### config.mk
export PLATFORM = sky130hd
export DESIGN_NAME = rtum_merge
export DESIGN_NICKNAME = d
export VERILOG_FILES = /design/src/rtl/core/range_table_union_and_membership_core_assert.svh /design/src/rtl/core/rtum_pkg.sv /design/src/rtl/core/rtum_merge.sv
export SDC_FILE = /design/constraint.sdc
export NUM_CORES = 1
export LEC_CHECK = 0
export BUFFER_PORTS_ARGS = -buffer_cell sky130_fd_sc_hd__buf_2
export CELL_PAD_IN_SITES_DETAIL_PLACEMENT = 2
export CELL_PAD_IN_SITES_GLOBAL_PLACEMENT = 2
export CORE_MARGIN = 2
export CORE_UTILIZATION = 38
export DETAILED_ROUTE_END_ITERATION = 12
export PLACE_DENSITY = 0.84
export SLEW_MARGIN = 20
export SYNTH_ARGS = -nofsm -noshare
export SYNTH_HDL_FRONTEND = slang
export SYNTH_SLANG_ARGS = --single-unit
### constraint.sdc
create_clock -name clk -period 4.8 [get_ports clk]
set_input_delay 0.72 -clock clk [delete_from_list [all_inputs] [get_ports clk]]
set_output_delay 0.72 -clock clk [all_outputs]
set_load 0.005 [all_outputs]
### src/rtl/core/range_table_union_and_membership_core_assert.svh
// Assertion macros for the range table core.
// Used by the top level; expects clk and arst_n in scope.
`ifndef RANGE_TABLE_UNION_AND_MEMBERSHIP_CORE_ASSERT_SVH
`define RANGE_TABLE_UNION_AND_MEMBERSHIP_CORE_ASSERT_SVH
`ifndef ASSERT_OFF
`define RTUM_ASSERT(name, prop) \
	name: assert property (@(posedge clk) disable iff (!arst_n) prop) \
	else $error("rtum assertion failed");
`define RTUM_NEVER(name, expr) \
	name: assert property (@(posedge clk) disable iff (!arst_n) !(expr)) \
	else $error("rtum forbidden condition");
`else
`define RTUM_ASSERT(name, prop)
`define RTUM_NEVER(name, expr)
`endif
`endif

### src/rtl/core/rtum_pkg.sv
// Shared types and codes for the range table core.
// No dependencies.
package rtum_pkg;
	localparam int MAX_RANGES_DEF = 256;

	typedef enum logic [1:0] {
		CMD_CLEAR  = 2'd0,
		CMD_ADD    = 2'd1,
		CMD_MEMBER = 2'd2,
		CMD_TOTAL  = 2'd3
	} cmd_t;

	typedef enum logic [1:0] {
		ST_OK   = 2'd0,
		ST_FULL = 2'd1,
		ST_BAD  = 2'd2
	} status_t;

	typedef struct packed {
		logic insert;
		logic rotate;
	} cell_ctl_t;

	typedef struct packed {
		logic init;
		logic step;
		logic tail;
		logic sum;
	} mrg_ctl_t;
endpackage

### src/rtl/core/rtum_merge.sv
// Head unit: membership test and union merge over ranges in ascending order.
// Depends on rtum_pkg.
module rtum_merge import rtum_pkg::*; (
	input  logic        clk,
	input  logic        arst_n,
	input  mrg_ctl_t    ctl,
	input  logic [63:0] lo,
	input  logic [63:0] hi,
	input  logic [63:0] query,
	output logic        hit,
	output logic [63:0] total
);
	localparam logic [64:0] SAT = {1'b1, 64'd0};

	logic        first_q, hit_q;
	logic [63:0] cur_lo_q, cur_hi_q;
	logic [64:0] pend_q, acc_q;
	logic [65:0] sum;
	logic [64:0] acc_next, cur_len;

	assign cur_len = {1'b0, cur_hi_q} - {1'b0, cur_lo_q} + 65'd1;
	assign sum = {1'b0, acc_q} + {1'b0, pend_q};
	assign acc_next = (sum[65] || (sum[64] && |sum[63:0])) ? SAT : sum[64:0];
	assign hit = hit_q;
	assign total = acc_q[64] ? {64{1'b1}} : acc_q[63:0];

	always_ff @(posedge clk or negedge arst_n) begin
		if (!arst_n) begin
			first_q  <= 1'b1;
			hit_q    <= 1'b0;
			pend_q   <= '0;
			acc_q    <= '0;
			cur_lo_q <= '0;
			cur_hi_q <= '0;
		end else if (ctl.init) begin
			first_q <= 1'b1;
			hit_q   <= 1'b0;
			pend_q  <= '0;
			acc_q   <= '0;
		end else if (ctl.step) begin
			acc_q <= acc_next;
			if (query >= lo && query <= hi)
				hit_q <= 1'b1;
			if (first_q) begin
				first_q  <= 1'b0;
				cur_lo_q <= lo;
				cur_hi_q <= hi;
				pend_q   <= '0;
			end else if (lo <= cur_hi_q) begin
				if (hi > cur_hi_q)
					cur_hi_q <= hi;
				pend_q <= '0;
			end else begin
				// disjoint: close current span; its length waits in pend_q for the accumulator
				pend_q   <= cur_len;
				cur_lo_q <= lo;
				cur_hi_q <= hi;
			end
		end else if (ctl.tail) begin
			acc_q  <= acc_next;
			pend_q <= first_q ? 65'd0 : cur_len;
		end else if (ctl.sum) begin
			acc_q  <= acc_next;
			pend_q <= '0;
		end
	end
endmodule

== Word-level counts from Yosys, hierarchy flattened ==
Cells that the tools add are included.

* Register bits: 260
* Input port bits: 198
* Output and inout port bits: 65
* Logic and storage cells: 49

* Add/sub/neg operators: 3
* $lt $le $gt $ge: 4
* Equal/unequal tests: 2
* Multiplexer cells: 23
* Bitwise gates (word level): 1
* Reductions and logical operators: 10

{| class="wikitable"
|+ Operator list
! kind !! count
|-
| $mux 65 || 12
|-
| $mux 64 || 6
|-
| $le 64x64->1 || 2
|-
| $add 65x65->66 || 1
|-
| $add 65x1->65 const B || 1
|-
| $sub 64x64->65 || 1
|-
| $ge 64x64->1 || 1
|-
| $gt 64x64->1 || 1
|-
| $reduce_or 64->1 || 1
|-
| $reduce_and 3->1 || 2
|-
| $mux 1 || 5
|-
| $reduce_bool 2->1 || 2
|-
| $reduce_bool 4->1 || 1
|-
| $ne 3x2->1 const B || 1
|-
| $logic_and 1x1->1 || 2
|-
| $ne 2x2->1 const B || 1
|-
| $reduce_and 2->1 || 1
|-
| $logic_or 1x1->1 || 1
|-
| $not 1->1 || 1
|}

== Longest topological paths before layout ==
Gate-level depths: netlist of the first run.

* Depth in word-level cells: 9
* Gate-level depth with buffers: 16
* Gate-level depth less buffers: 16

== Worst setup path after synthesis of the first run ==
OpenSTA, ideal clock, no wires.

* Path kind: input -> register
* From: input lo[62]
* To: register cur_lo_q[53]
* Library setup time: 0.132 ns
* Arrival: 3.431 ns
* Data required time: 4.668 ns
* Path slack: 1.238 ns
* Cell stages on the path: 14
* Buffers on the path: 3
* Cells stage by stage: ha_1 > nand4_1 > nor4_2 > nand2_1 > or4_4 > or4_4 > nor4_2 > nor2_2 > o21a_1 > buf_2 > buf_6 > buf_6 > nand2_1 > o21ai_0

* Cells in the longest elaborated chain, start to end: 3

{| class="wikitable"
|+ Ends and longest elaborated chain
! what !! line !! text
|-
| start, declared || rtum_merge.sv:7 || <nowiki>input logic [63:0] lo,</nowiki>
|-
| $le 64x64->1 || rtum_merge.sv:49 || <nowiki>end else if (lo <= cur_hi_q) begin</nowiki>
|-
| $ne 2x2->1 (no source line) || -- ||
|-
| $reduce_and 3->1 (no source line) || -- ||
|-
| end signal, assigned || rtum_merge.sv:46 || <nowiki>cur_lo_q <= lo;</nowiki>
|-
| end signal, assigned || rtum_merge.sv:56 || <nowiki>cur_lo_q <= lo;</nowiki>
|-
| end, declared || rtum_merge.sv:16 || <nowiki>logic [63:0] cur_lo_q, cur_hi_q;</nowiki>
|}

Every way passes these cells.
A chain may end at the register's enable or synchronous reset.

== Worst setup path after layout of the first run ==
* From: register cur_hi_q[16]
* To: register pend_q[62]

* Cells in the longest elaborated chain, start to end: 6
* Elaborated cells on any way between the ends: 9
* Classes of those cells: add/sub (2); order compare (1); mux (6)

{| class="wikitable"
|+ Ends and longest elaborated chain
! what !! line !! text
|-
| start, declared || rtum_merge.sv:16 ||
|-
| start signal, assigned || rtum_merge.sv:47 || <nowiki>cur_hi_q <= hi;</nowiki>
|-
| start signal, assigned || rtum_merge.sv:51 || <nowiki>cur_hi_q <= hi;</nowiki>
|-
| start signal, assigned || rtum_merge.sv:57 || <nowiki>cur_hi_q <= hi;</nowiki>
|-
| $sub 64x64->65 || rtum_merge.sv:21 || <nowiki>assign cur_len = {1'b0, cur_hi_q} - {1'b0, cur_lo_q} + 65'd1;</nowiki>
|-
| $add 65x1->65 || rtum_merge.sv:21 ||
|-
| $mux 65 (on tied branches) || rtum_merge.sv:61, rtum_merge.sv:49 ||
|-
| $mux 65 (on tied branches) || rtum_merge.sv:59, rtum_merge.sv:44 ||
|-
| $mux 65 * || rtum_merge.sv:40 || <nowiki>end else if (ctl.step) begin</nowiki>
|-
| $mux 65 * || rtum_merge.sv:35 || <nowiki>end else if (ctl.init) begin</nowiki>
|-
| end signal, assigned || rtum_merge.sv:55 || <nowiki>pend_q <= cur_len;</nowiki>
|-
| end signal, assigned || rtum_merge.sv:61 || <nowiki>pend_q <= first_q ? 65'd0 : cur_len;</nowiki>
|-
| end, declared || rtum_merge.sv:17 || <nowiki>logic [64:0] pend_q, acc_q;</nowiki>
|}

Every way passes the cells marked *; elsewhere a longest branch is shown, timed or not.

==> results.toml, run 1 <==
[floorplan]
num_io_pins = 263
fp-row-count = 93
core-area_um2 = 64120
die_area_um2 = 66600
dieWidth_um = 258.1
die_h_um = 258.1
start_util_pct = 38.26

[route]
drt_iter0_drc = 1280
drt_pass1_iterations = 6
drt_wl_total_um = 98800
viasPerCell = 5.872
drc_errors = 0
drt-wirelength-per-cell_um = 25.52
route.vias.total = 22740
ant_nets = 0

[yosys]
synth-seq-cells = 260
syn_inst = 2774
netlist_area_um2 = 24530
ys_async_sr_fraction_pct = 100.0
syn_area_per_cell_um2 = 8.843
synth_edf_count = 0
ys_seq_area_share_pct = 26.53
synth_top_flop_cell = "dfrtp_1"
synth_nets = 3422
synthDistinctLibCells = 84
yosys_warnings = 0

[layout]
multi_input_area_um2 = 16370
drive_gt1_share_pct = 14.68
fin_nets = 3635
fillers = 7118
syn_to_final_growth_pct = 13.34
seq_area_um2 = 6507
final_cell_mix = "448 x ha_1, 288 x inv_1, 261 x buf_2"
layout_commonest_cell = "ha_1"

[setup_path]
worstPathCellList = "ha_1 > ha_1 > nand2_1 > nor2_1 > nand2_1 > a2111oi_0 > nor3_1 > o311ai_1 > nand2_1 > o221ai_1 > o21ai_0 > xnor2_1 > a22o_1"
startpoint_type = "flip-flop"
cpPeakStageDelay_ps = 630
crit_fanout = 5
rrSetupSlack_ps = 270
worst-setup-path-type = "flip-flop to flip-flop"
setup.worst_path.end_class = "flip-flop"
cp.required_ps = 5270
worst_path_max_delay_cell = "o311ai_1"
path_common_cell = "nand2_1"
critical_path_arrival_ps = 4990

[global_route]
antenna_found_initial = 6
grt.overflow.total = 0
grt_max_degree = 131
grt.total_usage_pct = 29.34
grt_pass1_wl_um = 153600
grt_pass1_vias = 25330

[place]
numPortBuffers = 262
dp_hpwl_um = 80970
gp_congestion = 0.9349

[clock_tree]
cts_tree = "built"
cts.path.max_buffers = 3
cts_resized = 0
cts_buffers = 31
ctsHoldBuffers = 0
clk_pin_slew_ps = 70
cts_setup_buffers = 0
clkSinkCount = 260
root_buffer = "clkbuf_16"
htree_num_levels = 1
clk_latency_ps = 600

[pwr]
powerDensity_nw_per_um2 = 559.4
ir_drop_mv = 0.2822
leakage_uw = 0.01463
power_uw = 15550

[timing]
worst_pin_slew_ps = 800.2
finalSetupViolCount = 0
slew_headroom_pct = 46.33
finalMaxSlewViolations = 0
setup_tns_ps = 0
fin_crit_sh_pct = 94.31
finalClockSkew_ps = 21.65
fmax_mhz = 220.9
finalCriticalPeriod_ps = 4527
rsz0062_at_grt = "no"
finalHoldViolCount = 0

[worst_hold_path]
hp-class = "input pin to async pin"

[run]
max_cap_viol_count = 0

[run_status]
status = "finished clean"
[critical path, delay by kind of cell, from the launching register on]
family          cells  cell delay (ps)
flops               1              430
xor+xnor            1              180
fa+ha+maj           2              790
simple gates        5             1080
compound gates      5             1910
[where the power goes]
| part | internal (uW) | total [uW] | switching [uW] |
|---|---|---|---|
| clock | 1620 | 2690 | 1070 |
| sequential | 2740 | 3280 | 547 |
| combinational | 3810 | 9580 | 5770 |
[per-stage QoR]
step | setup WS, ps | instances | hold WS [ps] | util (%) | instance area, um2
final | 273.1 | 3872 | 135.0 | 43.37 | 27800
after global routing | 38.76 | 3870 | 175.7 | 43.36 | 27800
after CTS | 260.5 | 3865 | 158.0 | 43.34 | 27790
after detailed placement | 227.6 | 3809 | 511.0 | 41.56 | 26650
after global placement | 409.0 | 3808 | 496.1 | 41.51 | 26620
after floorplan | 1238 | 2774 | 424.4 | - | 24530
[kinds of logic after synthesis]
| logic type | count (synthesis) | share of synthesized area (%) |
|---|---|---|
| compound gates | 832 | 23.01 |
| simple gates | 649 | 13.43 |
| fa+ha+maj | 450 | 23.01 |
| buf+inv | 396 | 6.967 |
| flops | 260 | 26.53 |
| xor+xnor | 120 | 4.284 |
| mux | 67 | 2.759 |
[cells in the mapped netlist (all sizes together), types with 8 or more instances]
cell type	count	area share, %
xor2	49	1.7
nor3	38	0.82
buf	42	1.5
a221oi	8	0.29
xnor2	71	2.5
a211oi	16	0.51
a32o	50	2.0
dfrtp	259	26
nor2	102	1.6
o31ai	15	0.48
mux2i	65	2.7
or2	72	1.8
a21oi	191	3.9
inv	288	4.4
o21a	34	1.0
nand2b	23	0.59
o211ai	11	0.36
and2	8	0.20
nand4	93	2.4
nor4	15	0.43
nand2	204	3.1
clkbuf	66	1.0
a22o	79	2.8
o21ai	183	3.8
ha	448	23
a21o	145	4.4
a31oi	18	0.48
nand3	25	0.51
o21bai	18	0.55
and3	9	0.23
nor2b	33	0.84
or3	8	0.22
a211o	9	0.32
[path summary, 6_finish.rpt]
check / end / startpoint / cells past startpoint
max in group asynchronous: cur_lo_q[50] / arst_n / 2
hold / removal: cur_hi_q[8] / arst_n / 1
hold reg to reg: pend_q[33] / pend_q[33] / 1
setup / recovery: pend_q[62] / cur_hi_q[16] / 13
min in group clk: cur_lo_q[0] / lo[0] / 3
setup reg to reg: pend_q[62] / cur_hi_q[16] / 13
[flip-flops by register name, indices dropped and copies added, names as in the netlist]
signal    cells
hit           1
cur_hi_q     64
first_q       1
acc_q        65
cur_lo_q     64
pend_q       65
[layout make-up]
| type | instances | area share, % |
|---|---|---|
| clock inverters | 20 | 1.094 |
| well taps | 855 | 3.848 |
| repair buffers | 288 | 5.841 |
| flip-flops and latches | 260 | 23.40 |
| clock buffers | 36 | 3.002 |
| multi-input cells | 2118 | 58.86 |
| inverters | 288 | 3.888 |
| diodes | 7 | 0.06300 |
[routing by layer]
layer | GRT usage (%) | part of all wire (%) | wire [um] | vias to the layer above
li1 | - | - | - | 10510
met1 | 38.63 | 45 | 44390 | 11610
met2 | 50.66 | 48 | 47570 | 488
met3 | 2.208 | 3.4 | 3327 | 129
met4 | 10.10 | 3.6 | 3514 | 0
met5 | 0 | 0 | 0 | -
No activity file was read; power rests on OpenSTA's default activity.
==> run 2: changes to the inputs <==
--- a/config.mk
+++ b/config.mk
@@ -5,13 +5,15 @@
 export SDC_FILE = /design/constraint.sdc
 export NUM_CORES = 1
 export LEC_CHECK = 0
+export ABC_AREA = 1
 export BUFFER_PORTS_ARGS = -buffer_cell sky130_fd_sc_hd__buf_2
 export CELL_PAD_IN_SITES_DETAIL_PLACEMENT = 2
 export CELL_PAD_IN_SITES_GLOBAL_PLACEMENT = 2
 export CORE_MARGIN = 2
-export CORE_UTILIZATION = 38
+export CORE_UTILIZATION = 34
+export CTS_CLUSTER_SIZE = 24
 export DETAILED_ROUTE_END_ITERATION = 12
-export PLACE_DENSITY = 0.84
+export PLACE_DENSITY = 0.83
 export SLEW_MARGIN = 20
 export SYNTH_ARGS = -nofsm -noshare
 export SYNTH_HDL_FRONTEND = slang
==> run 2 against run 1 <==
Net effect: clock power hardly changed; synthesized area is 15% higher; fmax is 13% higher; register-to-register slack better by 520 ps; power is 15% higher; via count is 29% higher; critical path type unchanged; setup slack better by 520 ps.
==> results.toml, run 2 <==
[global_route]
grt_pass1_vias = 32520
grt_max_degree = 193
grt_pass1_wl_um = 183400
grt.overflow.total = 0
antenna_found_initial = 1
grt.total_usage_pct = 27.20

[floorplan]
die_h_um = 292.1
fp-row-count = 105
die_area_um2 = 85340
num_io_pins = 263
core-area_um2 = 82110
start_util_pct = 34.38
dieWidth_um = 292.1

[setup_path]
startpoint_type = "flip-flop"
path_common_cell = "nand2_1"
critical_path_arrival_ps = 4510
worst_path_max_delay_cell = "buf_4"
r2r_start = "acc_q[0]"
worst-setup-path-type = "flip-flop to flip-flop"
worstPathCellList = "ha_1 > inv_1 > fa_1 > inv_1 > nand3_1 > nor2_1 > nand2_1 > nand3_2 > nand3_1 > nand2_1 > nand2_1 > nand2_1 > nand2_1 > nand2_1 > nand2_1 > nor2_1 > nand2_1 > nor2_1 > nand3_2 > nand2_4 > buf_4 > nand3_1 > nand2_1"
path_delay_family = "simple AND/OR/NAND/NOR gates"
crit_start = "acc_q[0]"
setup.worst_path.end_class = "flip-flop"
cpPeakStageDelay_ps = 440
r2r_end = "acc_q[2]"
critPathBufInv = 3
crit_fanout = 27
cp.required_ps = 5300
rrSetupSlack_ps = 790
r2r_cells = 23

[yosys]
synth_edf_count = 0
syn_inst = 4249
synth_top_flop_cell = "dfrtp_1"
ys_seq_area_share_pct = 23.05
yosysTopAreaCell = "dfrtp_1"
syn_area_per_cell_um2 = 6.643
ys_async_sr_fraction_pct = 100.0
synthTopCellsByCount = "1319 x nand2_1, 685 x inv_1, 448 x ha_1"
synth_nets = 4897
synth-seq-cells = 260
synthDistinctLibCells = 52
synthMostInstantiatedCell = "nand2_1"
yosys_warnings = 0
synthTopCellsByArea = "dfrtp_1 23%, ha_1 20%, nand2_1 18%"
netlist_area_um2 = 28230
synth_top_area_share_pct = 22.96

[route]
drt-wirelength-per-cell_um = 20.83
viasPerCell = 5.230
drt_pass1_iterations = 5
drc_errors = 0
wl_met3_um = 2631
top_layer = "met4"
route.vias.total = 29220
ant_nets = 0
drt_wl_total_um = 116400
met2RoutedLength_um = 57360
drt_iter0_drc = 1204
drt-met1-wl_um = 53090

[place]
numPortBuffers = 262
dp_hpwl_um = 97870
dpl_cell_area_um2 = 30700
dpl.cell_count = 5524
gp_congestion = 0.9006

[worst_hold_path]
hold_end = "cur_hi_q[1]"
hp-class = "input pin to flip-flop"
hold_start = "hi[1]"
min_path_cells = 3

[clock_tree]
cts_tree = "built"
cts_buffers = 35
clk_pin_slew_ps = 60
root_buffer = "clkbuf_16"
cts.path.max_buffers = 3
cts_resized = 0
clk_latency_ps = 570
htree_num_levels = 2
clkSinkCount = 260

[pwr]
leakage_uw = 0.01801
internal-power_uw = 8434
ir_drop_mv = 0.2504
power_frac_seq_pct = 20.3
comb_power_share_pct = 64.8
powerDensity_nw_per_um2 = 564.2
pwr-share-clk_pct = 14.8
switchingPower_uw = 9525
switching_share_pct = 53.04

[timing]
fin_crit_sh_pct = 83.53
worst_pin_slew_ps = 891.8
finalCriticalPeriod_ps = 4009
rsz0062_at_grt = "no"
setup_tns_ps = 0
finalClockSkew_ps = 29.42
finalHoldViolCount = 0
finalMaxSlewViolations = 0
slew_headroom_pct = 39.79
finalSetupViolCount = 0
fmax_mhz = 249.4

[run]
max_cap_viol_count = 0

[layout]
final_cell_mix = "1316 x nand2_1, 684 x inv_1, 448 x ha_1"
largestRegisters = "acc_q: 65 flops, pend_q: 65 flops"
fillers = 10010
fin_nets = 5140
diodes = 0
syn_to_final_growth_pct = 12.77
final_area_um2 = 31830
drive_gt1_share_pct = 11.58
layout_commonest_cell = "nand2_1"
final_cells = 5587

[run_status]
status = "finished clean"
run 2: changes by cell type in the layout (fill, tap and decap cells not counted), sizes merged, moves of 27 or more:
cell	change
nand2	+1128
inv	+405
nor2	+223
nand3	+215
a21o	-131
a22o	-79
mux2i	-65
a21oi	+63
nand4	-56
a32o	-50
o21ai	+36
nor2b	-33
xnor2	-27
run 2: area by class of cell:
cell class | count | area [um2] | area share [%]
clock buffer | 43 | 945.9 | 2.971
clock inverter | 19 | 176.4 | 0.5542
inverter | 693 | 2601 | 8.172
multi-input combinational | 3215 | 18700 | 58.73
sequential | 260 | 6509 | 20.45
tap | 1070 | 1339 | 4.206
timing repair buffer | 287 | 1565 | 4.917
run 2: worst register-to-register path, stage by stage (launching register included):
cell	delay (ps)
dfrtp_1	370
ha_1	250
inv_1	90
fa_1	410
inv_1	70
nand3_1	100
nor2_1	320
nand2_1	120
nand3_2	140
nand3_1	110
nand2_1	190
nand2_1	120
nand2_1	70
nand2_1	60
nand2_1	170
nand2_1	80
nor2_1	110
nand2_1	110
nor2_1	160
nand3_2	100
nand2_4	90
buf_4	440
nand3_1	170
nand2_1	110
run 2: routing by layer:
layer / global-route usage, % / up-vias
met2: 49.04 / 397
met3: 2.017 / 134
met5: 0 / -
li1: - / 14160
met4: 7.317 / 0
met1: 34.81 / 14540
run 2: repair_timing:
item                                   in CTS  in global routing
setup buffers                               0                  0
endpoints found under the hold margin       8                  0
hold buffers                                1                  0
run 2: logic make-up (layout without fill, tap and decap cells):
| family | after synthesis | in the layout | synth area share [%] |
|---|---|---|---|
| compound gates | 585 | 585 | 11.40 |
| xor+xnor | 77 | 77 | 2.389 |
| fa+ha+maj | 450 | 450 | 20.00 |
| buf+inv | 774 | 1042 | 10.77 |
| flops | 260 | 260 | 23.05 |
| simple gates | 2103 | 2103 | 32.39 |
run 2: stage by stage:
stage | utilization (%) | total power [uW] | worst slack, ps | hold WS, ps
after floorplan | - | 10930 | 1910 | 424.4
after detailed placement | 37.39 | 15170 | 664.2 | 473.6
final | 38.77 | 17960 | 790.6 | 408.0
after global placement | 37.39 | 14610 | 952.6 | 465.7
after CTS | 38.76 | 18040 | 818.1 | 388.1
after global routing | 38.77 | 19580 | 538.3 | 405.8
run 2: worst max-delay path by stage:
stage                        end  slack [ps]  cells past startpoint
floorplan             pend_q[35]        1910                     18
global placement    cur_hi_q[63]         950                     15
detailed placement  cur_hi_q[44]         660                     15
CTS                     acc_q[2]         820                     23
global route            acc_q[2]         540                     23
finish                  acc_q[2]         790                     23
run 2: power by group through the flow:
stage                     registers, uW  logic (uW)  clock network [uW]
after floorplan                    3240        7690                   0
after global placement             3630       11000                   0
after detailed placement           3670       11500                   0
after CTS                          3650       11700                2740
after global routing               3730       13000                2810
final                              3650       11600                2660
